File: config.mk
export PLATFORM = sky130hd
export DESIGN_NAME = omni_wheel_motor_mixer_unit
export DESIGN_NICKNAME = d
export VERILOG_FILES = /design/src/hw/rtl/owmm_pkg.sv /design/src/hw/rtl/omni_wheel_motor_mixer_unit.sv /design/src/hw/rtl/owmm_angle.sv /design/src/hw/rtl/owmm_scale.sv /design/src/hw/rtl/owmm_drive.sv
export SDC_FILE = /design/constraint.sdc
export NUM_CORES = 1
export LEC_CHECK = 0
export BUFFER_PORTS_ARGS = -buffer_cell sky130_fd_sc_hd__buf_2
export CAP_MARGIN = 20
export CELL_PAD_IN_SITES_DETAIL_PLACEMENT = 0
export CELL_PAD_IN_SITES_GLOBAL_PLACEMENT = 2
export CORE_AREA = 2 2 221 309
export CTS_BUF_LIST = sky130_fd_sc_hd__clkbuf_4 sky130_fd_sc_hd__clkbuf_8
export CTS_CLUSTER_SIZE = 30
export DETAILED_ROUTE_END_ITERATION = 10
export DIE_AREA = 0 0 223 311
export PLACE_DENSITY = 0.79
export SKIP_CTS_REPAIR_TIMING = 1
export SLEW_MARGIN = 20
export SYNTH_ARGS = -nofsm -noshare
export SYNTH_HDL_FRONTEND = slang
export SYNTH_HIERARCHICAL = 1
export SYNTH_SLANG_ARGS = --single-unit
export TNS_END_PERCENT = 30
File: constraint.sdc
create_clock -name clk -period 8.55 [get_ports clk]
set_clock_uncertainty 0.2 [all_clocks]
set_input_delay 1.2825 -clock clk [delete_from_list [all_inputs] [get_ports clk]]
set_output_delay 1.2825 -clock clk [all_outputs]
set_load 0.02 [all_outputs]
File: src/hw/rtl/owmm_pkg.sv
// Shared types, constants and coefficient table for the omni wheel motor mixer.
`default_nettype none

package owmm_pkg;

    localparam int HEAD_W      = 10;
    localparam int SPEED_W     = 9;
    localparam int ANGLE_W     = 9;
    localparam int COEF_W      = 16;
    localparam int MAG_W       = 15;
    localparam int QIDX_W      = 7;
    localparam int FRAC_BITS   = 14;
    localparam int PROD_W      = SPEED_W + COEF_W;
    localparam int ACC_W       = PROD_W + 1;
    localparam int Q_W         = ACC_W - FRAC_BITS;
    localparam int DUTY_W      = 8;
    localparam int NUM_WHEELS  = 4;

    localparam int DUTY_MAX_DEF = 255;

    localparam int FULL_TURN   = 360;
    localparam int THREE_QTR   = 270;
    localparam int HALF_TURN   = 180;
    localparam int QTR_TURN    = 90;
    localparam int OFFSET_DEG  = 30;
    localparam int COEF_MAX    = 18919;

    localparam int LANE_LF = 0;
    localparam int LANE_LB = 1;
    localparam int LANE_RF = 2;
    localparam int LANE_RB = 3;

    // sin(d)/sin(120) in unsigned Q1.14 for d = 0..90
    localparam logic [MAG_W-1:0] QTAB [0:QTR_TURN] = '{
        15'd0,     15'd330,   15'd660,   15'd990,   15'd1320,
        15'd1649,  15'd1978,  15'd2306,  15'd2633,  15'd2960,
        15'd3285,  15'd3610,  15'd3933,  15'd4256,  15'd4577,
        15'd4897,  15'd5215,  15'd5531,  15'd5846,  15'd6159,
        15'd6471,  15'd6780,  15'd7087,  15'd7392,  15'd7695,
        15'd7995,  15'd8293,  15'd8589,  15'd8882,  15'd9172,
        15'd9459,  15'd9744,  15'd10025, 15'd10304, 15'd10579,
        15'd10851, 15'd11120, 15'd11386, 15'd11648, 15'd11906,
        15'd12161, 15'd12412, 15'd12659, 15'd12903, 15'd13142,
        15'd13378, 15'd13609, 15'd13836, 15'd14059, 15'd14278,
        15'd14493, 15'd14703, 15'd14908, 15'd15109, 15'd15306,
        15'd15497, 15'd15684, 15'd15867, 15'd16044, 15'd16217,
        15'd16384, 15'd16547, 15'd16704, 15'd16857, 15'd17004,
        15'd17146, 15'd17283, 15'd17415, 15'd17541, 15'd17662,
        15'd17778, 15'd17888, 15'd17993, 15'd18092, 15'd18186,
        15'd18274, 15'd18357, 15'd18434, 15'd18505, 15'd18571,
        15'd18631, 15'd18686, 15'd18735, 15'd18778, 15'd18815,
        15'd18847, 15'd18873, 15'd18893, 15'd18907, 15'd18916,
        15'd18919
    };

    typedef struct packed {
        logic signed [COEF_W-1:0]  k1;
        logic signed [COEF_W-1:0]  k2;
        logic signed [SPEED_W-1:0] base;
        logic signed [SPEED_W-1:0] spin;
    } coef_t;

    typedef struct packed {
        logic signed [PROD_W-1:0]  p1;
        logic signed [PROD_W-1:0]  p2;
        logic signed [SPEED_W-1:0] spin;
    } prod_t;

    // Full-circle coefficient for an angle already folded to 0..359.
    function automatic logic signed [COEF_W-1:0] coef_lookup(input logic [ANGLE_W-1:0] d);
        logic [ANGLE_W-1:0] idx;
        logic               neg;
        logic [MAG_W-1:0]   mag;
        logic [COEF_W-1:0]  ext;
        if (d <= ANGLE_W'(QTR_TURN))
        begin
            idx = d;
            neg = 1'b0;
        end
        else if (d <= ANGLE_W'(HALF_TURN))
        begin
            idx = ANGLE_W'(HALF_TURN) - d;
            neg = 1'b0;
        end
        else if (d <= ANGLE_W'(THREE_QTR))
        begin
            idx = d - ANGLE_W'(HALF_TURN);
            neg = 1'b1;
        end
        else
        begin
            idx = ANGLE_W'(FULL_TURN) - d;
            neg = 1'b1;
        end
        mag = QTAB[idx[QIDX_W-1:0]];
        ext = {1'b0, mag};
        return neg ? -$signed(ext) : $signed(ext);
    endfunction

endpackage

`default_nettype wire

File: src/hw/rtl/omni_wheel_motor_mixer_unit.sv
// Top level of the omni wheel motor mixer: heading and speeds in, four wheel drives out.
//
// One command transfers on each clock edge with start high; busy never rises, so a new
// command may follow every cycle. The wheel results appear after the registered stages
// fold, coefficient lookup, multiply, spin mix and truncate, and saturate, each result
// held for one cycle with done high. The receiver must take each result in that cycle.
`default_nettype none

module omni_wheel_motor_mixer_unit #(
    parameter int DUTY_MAX = owmm_pkg::DUTY_MAX_DEF
) (
    input  wire logic                                clk,
    input  wire logic                                rst_n,
    input  wire logic                                start,
    output logic                                     busy,
    input  wire logic signed [owmm_pkg::HEAD_W-1:0]  heading_deg,
    input  wire logic signed [owmm_pkg::SPEED_W-1:0] base_speed,
    input  wire logic signed [owmm_pkg::SPEED_W-1:0] spin_speed,
    output logic                                     done,
    output logic [owmm_pkg::DUTY_W-1:0]              lf_duty,
    output logic                                     lf_reverse,
    output logic [owmm_pkg::DUTY_W-1:0]              lb_duty,
    output logic                                     lb_reverse,
    output logic [owmm_pkg::DUTY_W-1:0]              rf_duty,
    output logic                                     rf_reverse,
    output logic [owmm_pkg::DUTY_W-1:0]              rb_duty,
    output logic                                     rb_reverse
);
    import owmm_pkg::*;

    logic              coef_valid;
    coef_t             coef;
    logic              prod_valid;
    prod_t             prod;
    logic [DUTY_W-1:0] duty [NUM_WHEELS];
    logic              reverse [NUM_WHEELS];

    assign busy = 1'b0;

    owmm_angle u_angle (
        .clk         (clk),
        .rst_n       (rst_n),
        .in_valid    (start && !busy),
        .heading_deg (heading_deg),
        .base_speed  (base_speed),
        .spin_speed  (spin_speed),
        .out_valid   (coef_valid),
        .out_coef    (coef)
    );

    owmm_scale u_scale (
        .clk       (clk),
        .rst_n     (rst_n),
        .in_valid  (coef_valid),
        .in_coef   (coef),
        .out_valid (prod_valid),
        .out_prod  (prod)
    );

    owmm_drive #(
        .DUTY_MAX (DUTY_MAX)
    ) u_drive (
        .clk       (clk),
        .rst_n     (rst_n),
        .in_valid  (prod_valid),
        .in_prod   (prod),
        .out_valid (done),
        .duty      (duty),
        .reverse   (reverse)
    );

    assign lf_duty    = duty[LANE_LF];
    assign lf_reverse = reverse[LANE_LF];
    assign lb_duty    = duty[LANE_LB];
    assign lb_reverse = reverse[LANE_LB];
    assign rf_duty    = duty[LANE_RF];
    assign rf_reverse = reverse[LANE_RF];
    assign rb_duty    = duty[LANE_RB];
    assign rb_reverse = reverse[LANE_RB];

endmodule

`default_nettype wire

File: src/hw/rtl/owmm_angle.sv
// Heading fold and coefficient lookup stages of the omni wheel mixer.
`default_nettype none

module owmm_angle (
    input  wire logic                             clk,
    input  wire logic                             rst_n,
    input  wire logic                             in_valid,
    input  wire logic signed [owmm_pkg::HEAD_W-1:0]  heading_deg,
    input  wire logic signed [owmm_pkg::SPEED_W-1:0] base_speed,
    input  wire logic signed [owmm_pkg::SPEED_W-1:0] spin_speed,
    output logic                                  out_valid,
    output owmm_pkg::coef_t                       out_coef
);
    import owmm_pkg::*;

    localparam int WRAP_W = HEAD_W + 2;

    logic                      v1_reg, v1_next;
    logic [ANGLE_W-1:0]        a_reg, a_next;
    logic signed [SPEED_W-1:0] base1_reg, spin1_reg;

    logic                      v2_reg, v2_next;
    coef_t                     coef_reg, coef_next;

    logic signed [WRAP_W-1:0]  wrapped;
    logic [WRAP_W-2:0]         w0, w1, w2;
    logic signed [ANGLE_W:0]   t1;
    logic [ANGLE_W:0]          t2;
    logic [ANGLE_W-1:0]        idx1, idx2;

    // fold heading to 0..359
    always_comb
    begin
        wrapped = WRAP_W'(heading_deg) + WRAP_W'(2 * FULL_TURN);
        w0      = wrapped[WRAP_W-2:0];
        w1      = (w0 >= (WRAP_W-1)'(2 * FULL_TURN)) ? w0 - (WRAP_W-1)'(2 * FULL_TURN) : w0;
        w2      = (w1 >= (WRAP_W-1)'(FULL_TURN)) ? w1 - (WRAP_W-1)'(FULL_TURN) : w1;
        a_next  = w2[ANGLE_W-1:0];
        v1_next = in_valid;
    end

    always_comb
    begin
        t1   = (ANGLE_W+1)'(OFFSET_DEG) - $signed({1'b0, a_reg});
        idx1 = (t1 < 0) ? ANGLE_W'(t1 + (ANGLE_W+1)'(FULL_TURN)) : ANGLE_W'(t1);
        t2   = {1'b0, a_reg} + (ANGLE_W+1)'(OFFSET_DEG);
        idx2 = (t2 >= (ANGLE_W+1)'(FULL_TURN)) ? ANGLE_W'(t2 - (ANGLE_W+1)'(FULL_TURN))
                                               : ANGLE_W'(t2);
        coef_next.k1   = coef_lookup(idx1);
        coef_next.k2   = coef_lookup(idx2);
        coef_next.base = base1_reg;
        coef_next.spin = spin1_reg;
        v2_next        = v1_reg;
    end

    always_ff @(posedge clk or negedge rst_n)
    begin
        if (!rst_n)
        begin
            v1_reg <= 1'b0;
            v2_reg <= 1'b0;
        end
        else
        begin
            v1_reg <= v1_next;
            v2_reg <= v2_next;
        end
    end

    always_ff @(posedge clk)
    begin
        a_reg     <= a_next;
        base1_reg <= base_speed;
        spin1_reg <= spin_speed;
        coef_reg  <= coef_next;
    end

    assign out_valid = v2_reg;
    assign out_coef  = coef_reg;

    a_folded_range: assert property (@(posedge clk) disable iff (!rst_n)
        v1_reg |-> a_reg < ANGLE_W'(FULL_TURN))
        else $error("folded heading out of range");

    a_k1_bound: assert property (@(posedge clk) disable iff (!rst_n)
        v2_reg |-> (coef_reg.k1 <= COEF_W'(COEF_MAX)) && (coef_reg.k1 >= -COEF_W'(COEF_MAX)))
        else $error("k1 beyond table bound");

    a_k2_bound: assert property (@(posedge clk) disable iff (!rst_n)
        v2_reg |-> (coef_reg.k2 <= COEF_W'(COEF_MAX)) && (coef_reg.k2 >= -COEF_W'(COEF_MAX)))
        else $error("k2 beyond table bound");

endmodule

`default_nettype wire

File: src/hw/rtl/owmm_scale.sv
// Coefficient multiply stage of the omni wheel mixer.
`default_nettype none

module owmm_scale (
    input  wire logic             clk,
    input  wire logic             rst_n,
    input  wire logic             in_valid,
    input  wire owmm_pkg::coef_t  in_coef,
    output logic                  out_valid,
    output owmm_pkg::prod_t       out_prod
);
    import owmm_pkg::*;

    logic  v3_reg, v3_next;
    prod_t prod_reg, prod_next;

    always_comb
    begin
        prod_next.p1   = PROD_W'(in_coef.base) * PROD_W'(in_coef.k1);
        prod_next.p2   = PROD_W'(in_coef.base) * PROD_W'(in_coef.k2);
        prod_next.spin = in_coef.spin;
        v3_next        = in_valid;
    end

    always_ff @(posedge clk or negedge rst_n)
    begin
        if (!rst_n)
        begin
            v3_reg <= 1'b0;
        end
        else
        begin
            v3_reg <= v3_next;
        end
    end

    always_ff @(posedge clk)
    begin
        prod_reg <= prod_next;
    end

    assign out_valid = v3_reg;
    assign out_prod  = prod_reg;

endmodule

`default_nettype wire

File: src/hw/rtl/owmm_drive.sv
// Spin mix, truncation and saturation stages of the omni wheel mixer.
`default_nettype none

module owmm_drive #(
    parameter int DUTY_MAX = owmm_pkg::DUTY_MAX_DEF
) (
    input  wire logic             clk,
    input  wire logic             rst_n,
    input  wire logic             in_valid,
    input  wire owmm_pkg::prod_t  in_prod,
    output logic                  out_valid,
    output logic [owmm_pkg::DUTY_W-1:0] duty [owmm_pkg::NUM_WHEELS],
    output logic                  reverse [owmm_pkg::NUM_WHEELS]
);
    import owmm_pkg::*;

    localparam int DMAX_BITS = $clog2(DUTY_MAX + 1);
    localparam int CW        = ((DMAX_BITS > Q_W) ? DMAX_BITS : Q_W) + 1;
    localparam logic signed [CW-1:0] DMAX_S = CW'(DUTY_MAX);
    localparam int Q_LIMIT   = 1 << (Q_W - 2);

    logic                      v4_reg, v4_next;
    logic signed [Q_W-1:0]     q_reg [NUM_WHEELS];
    logic signed [Q_W-1:0]     q_next [NUM_WHEELS];

    logic                      v5_reg, v5_next;
    logic [DUTY_W-1:0]         duty_reg [NUM_WHEELS];
    logic [DUTY_W-1:0]         duty_next [NUM_WHEELS];
    logic                      rev_reg [NUM_WHEELS];
    logic                      rev_next [NUM_WHEELS];

    logic signed [ACC_W-1:0]   spin_ext;
    logic signed [ACC_W-1:0]   p1_ext, p2_ext;
    logic signed [ACC_W-1:0]   acc [NUM_WHEELS];
    logic signed [CW-1:0]      qx [NUM_WHEELS];
    logic signed [CW-1:0]      cl [NUM_WHEELS];
    logic signed [CW-1:0]      mag [NUM_WHEELS];

    // mix spin term, truncate toward zero
    always_comb
    begin
        spin_ext = {{(ACC_W - SPEED_W - FRAC_BITS){in_prod.spin[SPEED_W-1]}},
                    in_prod.spin, {FRAC_BITS{1'b0}}};
        p1_ext   = ACC_W'(in_prod.p1);
        p2_ext   = ACC_W'(in_prod.p2);
        acc[LANE_LF] = p2_ext + spin_ext;
        acc[LANE_LB] = p1_ext + spin_ext;
        acc[LANE_RF] = p1_ext - spin_ext;
        acc[LANE_RB] = p2_ext - spin_ext;
        for (int i = 0; i < NUM_WHEELS; i++)
        begin
            q_next[i] = acc[i][ACC_W-1:FRAC_BITS]
                      + Q_W'(acc[i][ACC_W-1] && (|acc[i][FRAC_BITS-1:0]));
        end
        v4_next = in_valid;
    end

    // saturate and split into magnitude and direction
    always_comb
    begin
        for (int i = 0; i < NUM_WHEELS; i++)
        begin
            qx[i] = CW'(q_reg[i]);
            if (qx[i] > DMAX_S)
            begin
                cl[i] = DMAX_S;
            end
            else if (qx[i] < -DMAX_S)
            begin
                cl[i] = -DMAX_S;
            end
            else
            begin
                cl[i] = qx[i];
            end
            mag[i]       = (cl[i] < 0) ? -cl[i] : cl[i];
            duty_next[i] = mag[i][DUTY_W-1:0];
            rev_next[i]  = cl[i] < 0;
        end
        v5_next = v4_reg;
    end

    always_ff @(posedge clk or negedge rst_n)
    begin
        if (!rst_n)
        begin
            v4_reg <= 1'b0;
            v5_reg <= 1'b0;
        end
        else
        begin
            v4_reg <= v4_next;
            v5_reg <= v5_next;
        end
    end

    always_ff @(posedge clk)
    begin
        for (int i = 0; i < NUM_WHEELS; i++)
        begin
            q_reg[i]    <= q_next[i];
            duty_reg[i] <= duty_next[i];
            rev_reg[i]  <= rev_next[i];
        end
    end

    assign out_valid = v5_reg;
    assign duty      = duty_reg;
    assign reverse   = rev_reg;

    a_lf_quot_range: assert property (@(posedge clk) disable iff (!rst_n)
        v4_reg |-> (q_reg[LANE_LF] < Q_W'(Q_LIMIT)) && (q_reg[LANE_LF] > -Q_W'(Q_LIMIT)))
        else $error("left front quotient out of range");

    a_rb_quot_range: assert property (@(posedge clk) disable iff (!rst_n)
        v4_reg |-> (q_reg[LANE_RB] < Q_W'(Q_LIMIT)) && (q_reg[LANE_RB] > -Q_W'(Q_LIMIT)))
        else $error("right back quotient out of range");

    a_valid_chain: assert property (@(posedge clk) disable iff (!rst_n)
        v4_reg |=> v5_reg)
        else $error("result lost between quotient and output stage");

endmodule

`default_nettype wire
; Word-level counts from Yosys, hierarchy flattened
; Memory sizes are Yosys's and may differ from the RTL's.
; Index checks and enable logic that the tools add are counted.
[totals]
memories = 3
in_bits = 31
regBits = 177
romBits = 3840
word_cells = 123
out_inout_bits = 38
ram_bits = 48
[memory_table]
columns = memory, depth, word_bits, read_ports, rd_clocked_by_memory_dff, wr, line
row1 = (no name shown), 128, 15, 1, 0, 0, owmm_pkg.sv:95  ; mag = QTAB[idx[QIDX_W-1:0]];
row2 = (no name shown), 128, 15, 1, 0, 0, owmm_pkg.sv:95
row3 = u_drive.q_reg, 4, 12, 4, 0, 4, owmm_drive.sv:23  ; logic signed [Q_W-1:0] q_reg [NUM_WHEELS];
[op_classes]
bitwise_logic = 2
magnitude_cmp = 24
n_mul = 2
add_sub_neg = 27
n_mux = 32
n_reduce_logical = 8
[ops]
columns = op, n
row1 = $mux 13, 8
row2 = $mux 15, 6
row3 = $reduce_or 14->1, 4
row4 = $add 25x23->26, 2
row5 = $lt 13x1->1 const B, 4
row6 = $sub 25x23->26, 2
row7 = $mul 9x16->25, 2
row8 = $add 12x1->12, 4
row9 = $gt 12x9->1 const B, 4
row10 = $lt 12x9->1 const B, 4
row11 = $mux 7, 6
row12 = $mux 8, 4
row13 = $neg 15->16, 2
row14 = $neg 8->8, 4
row15 = $mux 9, 3
row16 = $le 9x7->1 const B, 2
row17 = $le 9x8->1 const B, 2
row18 = $le 9x9->1 const B, 2
row19 = $sub 9x9->9 const B, 2
row20 = $ge 8x8->1 const B, 2
row21 = $not 7->8, 2
row22 = $sub 6x7->7 const A, 2
row23 = $sub 7x6->7 const B, 2
row24 = $sub 7x7->7 const A, 2
row25 = 12 further kinds, 18

; Logic depth before layout (Yosys ltp)
; Gate-level depths: netlist of run 1.
[depth]
word_depth = 13
mapped_depth = 31
ltp_nobuf = 25

; Cells and area by module
; The synthesis of run 1 kept the hierarchy.
[by_module_without_submodules]
columns = mod, seq_area_each_um2, instances, cells_per_inst, area_each_um2
row1 = owmm_scale, 1206.2, 1, 1113, 10854.2
row2 = owmm_angle, 1591.5, 1, 1279, 9600.5
row3 = owmm_drive, 1731.7, 1, 720, 5938.2
row4 = omni_wheel_motor_mixer_unit, 0.0, 1, 2, 11.3

; Worst setup path after synthesis of run 1
; Ideal clock, no wire load.
[synth_timing]
kind = flip-flop to flip-flop
startpoint = register u_angle.a_reg[0]
endpoint = register u_angle.coef_reg, in the netlist u_angle/out_coef[48]
setup_time_ns = 0.126
setup_slack_ns = 1.721
n_path_buf = 6
arrival_ns = 6.503
stages_incl_launch_ff = 25
path_cell_list = dfxtp_1 -> buf_2 -> buf_1 -> clkinv_1 -> clkbuf_1 -> ha_1 -> clkbuf_1 -> a22o_1 -> o31ai_1 -> a31oi_1 -> a211o_1 -> a311oi_4 -> ha_1 -> clkbuf_1 -> inv_1 -> ha_1 -> or3_1 -> a21oi_1 -> a311oi_1 -> o2bb2ai_1 -> nand2_1 -> or4b_1 -> clkbuf_1 -> o41ai_1 -> a21oi_1
[synth_lines]
columns = item, line
row1 = "start, declared", owmm_angle.sv:19  ; logic [ANGLE_W-1:0] a_reg, a_next;
row2 = "start signal, assigned", owmm_angle.sv:72  ; a_reg <= a_next;
row3 = "end signal, assigned", owmm_angle.sv:75  ; coef_reg <= coef_next;
row4 = "end, declared", owmm_angle.sv:23  ; coef_t coef_reg, coef_next;

==> results.md, run 1 <==
- Post-synth EDFFs: 0
- WL/cell: 19.88 um
- Cell count after synthesis: ~3100
- H-tree levels: 2
- Total Wirelength: 79050 um
- Largest area contributor in the netlist: fa_1
- CP max FO: 22
- Status: completed
- Mean Syn Cell Area: 8.479 um^2
- Final setup fails: 0
- Post-synth top area share: 18.35%
- Max FFs per register: 59
- Asr flop ratio synth: 2.222%
- Data arrival, critical path: 8.11 ns
- Crit start category: flip-flop
- Syn nets: roughly 3600
- Register area share after synthesis: 17.15%
- Fin nets: 3577
- CP delay by family, top: compound AO/OA/AOI/OAI gates
- Initial Util: between 30% and 40%
- Initial antenna violation count: 4
- Top FF cell, synth: dfxtp_1
- Fin crit period: approximately 7.8 ns
- Worst Max-Slew Pin Slew: 1.218 ns
- Core area: 66560 um^2
- Starting DRC count in detailed routing: around 1400
- Max Fclk: 128.3 MHz
- Worst Setup End Kind: flip-flop
- Worst Path Required: 8.86 ns
- Hold Path Class: reg -> reg
- Die Y-Extent: 311 um
- Post-synth design cell area: 26400 um^2
- Reg clk slew, reported paths: approximately 0.060 ns
- Crit path buffers/inverters: 2
- Setup CP Type: reg -> reg
- Commonest cells after routing, fill and taps aside: nand2_1, inv_1, fa_1
- Critical Path Max Stage Delay: roughly 0.87 ns
- DIE AREA: 69350 um^2
- Area grow syn2layout: 7.127%
- Setup TNS: 0 ns
- Boundary Pins: 69
- Post-DP HPWL: approximately 63000 um
- Largest net degree at the start of global routing: 59
- Vias: 22929
- Vias in the first global route: 23596
- RSZ-0062 raised after global routing: false
- Final ANT Viol Nets: 0
- DRT Pass-1 Iters: 7
- Most common cell after layout, fill and taps aside: nand2_1
- Post-DR vias/cell: 5.767
- CP Cell Sequence: xor2_2 -> inv_2 -> ha_1 -> o41ai_1 -> a21oi_1 -> or4_1 -> and3_1 -> o21a_1 -> nor2_1 -> inv_2 -> ha_1 -> o2111ai_1 -> o21ai_0 -> and3_1 -> a311o_1 -> a222oi_1 -> or3_1 -> o31a_1 -> mux2i_1
- FF+latch count, synth: 225
- First-pass GRT wire length: 126800 um
- Max Cap Violations: 0
- Period utilisation layout: 91.17%
- Critical-path top delay cell: dfxtp_1
- Worst reg2reg setup slack: 0.76 ns
- Layout cells sized above 1: 9.333%
- Max-slew headroom: 16.67%
- IO buf count: 67
- CTS Buf Count: 41
- Ys Warns: 6
- Final Slew Violations: 0
- Die X: 223 um
- DRC errors left: 0
- Row cnt: 112
- Synth cell types: 128
- Gp weighted congestion: 0.9821
- # clock sinks: 225
- Max Buffers Root-to-Sink: 3
- Final hold viol count: 0
- CTS root buffer: clkbuf_8
- Grt total ovfl: 0
- GRT Total Usage: 22.73%
- CTS tree: yes
- Area contributors post-synth: fa_1, dfxtp_1, ha_1
- Worst-Skew Late Latency: 0.66 ns
[worst reg2reg max path, cell delays in order (launching register included)]
cell and delay, ns:
dfxtp_1 0.87, xor2_2 0.42, inv_2 0.18, ha_1 0.38
o41ai_1 0.52, a21oi_1 0.11, or4_1 0.51, and3_1 0.35
o21a_1 0.31, nor2_1 0.71, inv_2 0.30, ha_1 0.43
o2111ai_1 0.39, o21ai_0 0.25, and3_1 0.25, a311o_1 0.31
a222oi_1 0.66, or3_1 0.25, o31a_1 0.18, mux2i_1 0.08
[layout make-up]
type,instances,area (um^2)
clock inverters,16,212.7
well taps,855,1070
multi-input cells,2431,20000
clock buffers,57,728.2
repair buffers,115,708.2
fillers,6734,38280
diodes,3,7.507
flip-flops and latches,225,4531
inverters,274,1030
[stage by stage]
| stage | hold WS, ns | cells | utilization, % | setup slack (ns) | cell area, um^2 |
|---|---|---|---|---|---|
| after floorplan | 0.1096 | 3114 | - | 1.721 | 26400 |
| after global placement | 0.1098 | 3900 | 41.07 | 1.016 | 27340 |
| after detailed placement | 0.1121 | 3900 | 41.07 | 0.8988 | 27340 |
| after CTS | 0.1289 | 3973 | 42.48 | 0.9104 | 28280 |
| after global routing | 0.1313 | 3975 | 42.49 | 0.4666 | 28280 |
| final | 0.1260 | 3976 | 42.49 | 0.7552 | 28290 |
[cell families after synthesis]
group | count (synthesis) | share of synthesized area [%]
AO/OA/AOI/OAI | 754 | 20.69
XOR/XNOR | 175 | 6.099
adder cells (fa/ha/maj) | 460 | 28.66
buffers and inverters | 458 | 7.226
flip-flops | 225 | 17.15
multiplexers | 20 | 0.8340
other | 1 | 0.01420
AND/OR/NAND/NOR | 1021 | 19.32
[per-layer routing]
metal  GRT usage, %  up-vias  wire length, um
li1               -    10763                -
met1          23.96    11052            28790
met2          42.58      821            41130
met3          2.890      289             3728
met4          13.94        4             5378
met5              0        -               32
[cell usage after synthesis, drive strengths merged, types with 9 or more instances]
cell type,instances
o31a,9
nor4,29
nor3,73
and3,17
a221oi,14
dfxtp,220
a211o,17
mux2i,16
or3,30
nand2,304
o211a,9
a311oi,23
o41ai,10
buf,86
o311a,9
a31oi,35
a211oi,42
nand2b,31
xnor2,110
ha,216
and2,148
nor2b,17
a21o,44
o21ai,134
or4,9
o2111ai,14
o22ai,14
xor2,64
nor2,219
and4,10
a21oi,177
o31ai,22
a2111oi,13
a21boi,12
nand4,17
a221o,11
or2,17
o21bai,9
o21a,11
inv,270
nand3,66
o221ai,12
o211ai,41
clkbuf,98
fa,242
[path summary, 6_finish.rpt]
check	start	endpoint	cells after the start
max reg2reg	u_angle/a_reg[3]$_DFF_P_	u_angle/out_coef[32]$_DFF_P_	19
min	u_angle/base1_reg[6]$_DFF_P_	u_angle/out_coef[15]$_DFF_P_	0
min reg2reg	u_angle/base1_reg[6]$_DFF_P_	u_angle/out_coef[15]$_DFF_P_	0
max in group asynchronous	rst_n	u_drive/v4_reg$_DFF_PN0_	1
max	u_angle/a_reg[3]$_DFF_P_	u_angle/out_coef[32]$_DFF_P_	19
min in group asynchronous	rst_n	u_angle/v1_reg$_DFF_PN0_	1
Power of run 1 is not shown: default switching activity piles up to over one toggle a cycle in this logic, so the estimate is an artifact.
==> inputs of run 2 (changes only) <==
--- a/config.mk
+++ b/config.mk
@@ -9,12 +9,12 @@
 export CAP_MARGIN = 20
 export CELL_PAD_IN_SITES_DETAIL_PLACEMENT = 0
 export CELL_PAD_IN_SITES_GLOBAL_PLACEMENT = 2
-export CORE_AREA = 2 2 221 309
+export CORE_AREA = 2 2 218 306
 export CTS_BUF_LIST = sky130_fd_sc_hd__clkbuf_4 sky130_fd_sc_hd__clkbuf_8
 export CTS_CLUSTER_SIZE = 30
 export DETAILED_ROUTE_END_ITERATION = 10
-export DIE_AREA = 0 0 223 311
-export PLACE_DENSITY = 0.79
+export DIE_AREA = 0 0 220 308
+export PLACE_DENSITY = 0.81
 export SKIP_CTS_REPAIR_TIMING = 1
 export SLEW_MARGIN = 20
 export SYNTH_ARGS = -nofsm -noshare
==> results.md, run 2 (synthesized netlist as in run 1, its figures left out) <==
- Gp weighted congestion: 1.011
- Initial antenna violation count: 1
- Period utilisation layout: 93.63%
- Commonest cells after routing, fill and taps aside: nand2_1, inv_1, fa_1
- Data arrival, critical path: 8.27 ns
- Total Wirelength: 81020 um
- DIE AREA: 67760 um^2
- Fin crit period: 8.005 ns
- Max Cap Violations: 0
- Max Fclk: 124.9 MHz
- Starting DRC count in detailed routing: 1282
- CTS root buffer: clkbuf_8
- CTS tree: yes
- Core area: 65000 um^2
- Crit path buffers/inverters: 2
- Vias in the first global route: 23859
- Final Slew Violations: 0
- Grt total ovfl: 0
- Post-DP HPWL: 64440 um
- DRT Pass-1 Iters: 5
- First-pass GRT wire length: 127800 um
- Most common cell after layout, fill and taps aside: nand2_1
- CP Cell Sequence: ha_1 -> nand3_1 -> xor2_1 -> ha_1 -> inv_1 -> a21oi_1 -> o21ai_0 -> a211o_1 -> a31oi_1 -> a2111oi_2 -> a311oi_4 -> inv_1 -> ha_1 -> nor4_1 -> or3_1 -> a21oi_1 -> nor4_1 -> a311oi_1 -> or4b_1 -> o41ai_1 -> a21oi_1
- Worst Path Required: between 8 and 9 ns
- Hold Path Class: reg -> reg
- WL/cell: 20.41 um
- Setup CP Type: reg -> reg
- CP max FO: 27
- Row cnt: approximately 110
- IO buf count: 67
- Max-slew headroom: roughly a quarter
- H-tree levels: 2
- Layout cells sized above 1: 9.577%
- Vias: 22798
- Setup TNS: 0 ns
- Worst-Skew Late Latency: ~0.63 ns
- Area grow syn2layout: 7.122%
- Crit start category: flip-flop
- RSZ-0062 raised after global routing: false
- Largest net degree at the start of global routing: 55
- Max Buffers Root-to-Sink: 3
- Reg clk slew, reported paths: 0.06 ns
- Worst Setup End Kind: flip-flop
- # clock sinks: 225
- Post-DR vias/cell: 5.743
- DRC errors left: 0
- Final ANT Viol Nets: 0
- Boundary Pins: 69
- Final hold viol count: 0
- Max FFs per register: 59
- Die X: 220 um
- Critical-path top delay cell: a311oi_4
- CP delay by family, top: compound AO/OA/AOI/OAI gates
- CTS Buf Count: 40
- GRT Total Usage: 23.93%
- Status: completed
- Die Y-Extent: approximately 300 um
- Critical Path Max Stage Delay: 0.77 ns
- Final setup fails: 0
- Worst Max-Slew Pin Slew: 1.126 ns
- Fin nets: 3587
- Initial Util: 40.62%
[run 2: cell count changes in the layout (fill, tap and decap cells not counted), sizes merged]
cell | before | now
inv | 272 | 273
clkinvlp | 3 | 1
buf | 115 | 126
clkinv | 11 | 12
diode | 3 | 1
clkbuf | 57 | 50
[run 2: metrics by stage]
stage	worst slack [ns]	area [um^2]	std cells	util, %	hold slack [ns]
after floorplan	1.721	26400	3114	-	0.1096
after global placement	0.5966	27420	3903	42.18	0.1099
after detailed placement	0.5601	27420	3903	42.19	0.1121
after CTS	0.5517	28280	3969	43.51	0.07379
after global routing	0.1479	28280	3970	43.52	0.08225
final	0.5449	28280	3970	43.52	0.08342
[run 2: metal layers]
metal  track usage, %  vias to the layer above  wire (um)
li1                 -                    10768          -
met1            24.35                    11108      29410
met2            45.90                      665      43230
met3            2.742                      257       3145
met4            14.56                        0       5230
met5                0                        -          0
[run 2: worst reg2reg max path: stages (launching register included)]
cell and delay, ns:
dfxtp_2 0.67, ha_1 0.53, nand3_1 0.15, xor2_1 0.31
ha_1 0.34, inv_1 0.06, a21oi_1 0.11, o21ai_0 0.15
a211o_1 0.53, a31oi_1 0.50, a2111oi_2 0.14, a311oi_4 0.77
inv_1 0.36, ha_1 0.52, nor4_1 0.45, or3_1 0.16
a21oi_1 0.07, nor4_1 0.45, a311oi_1 0.18, or4b_1 0.64
o41ai_1 0.42, a21oi_1 0.12
[run 2: area by class of cell]
class,instances,area (um^2)
inverters,274,1030
clock inverters,16,203.9
fillers,6539,36710
multi-input cells,2431,20020
repair buffers,126,790.8
diodes,1,2.502
flip-flops and latches,225,4532
well taps,847,1060
clock buffers,50,650.6
[run 2: path summary, 6_finish.rpt]
path | start | endpoint | slack, ns | cells past startpoint
worst max register to register | u_angle/a_reg[0]$_DFF_P_ | u_angle/out_coef[48]$_DFF_P_ | 0.54 | 21
worst min register to register | u_angle/base1_reg[1]$_DFF_P_ | u_angle/out_coef[10]$_DFF_P_ | 0.08 | 0
worst max-delay path | u_angle/a_reg[0]$_DFF_P_ | u_angle/out_coef[48]$_DFF_P_ | 0.54 | 21
max in group asynchronous | rst_n | u_drive/v4_reg$_DFF_PN0_ | 7.77 | 1
worst min-delay path | u_angle/base1_reg[1]$_DFF_P_ | u_angle/out_coef[10]$_DFF_P_ | 0.08 | 0
min in group asynchronous | rst_n | u_angle/out_valid$_DFF_PN0_ | 0.26 | 1
Power of run 2 is left out for the same reason.
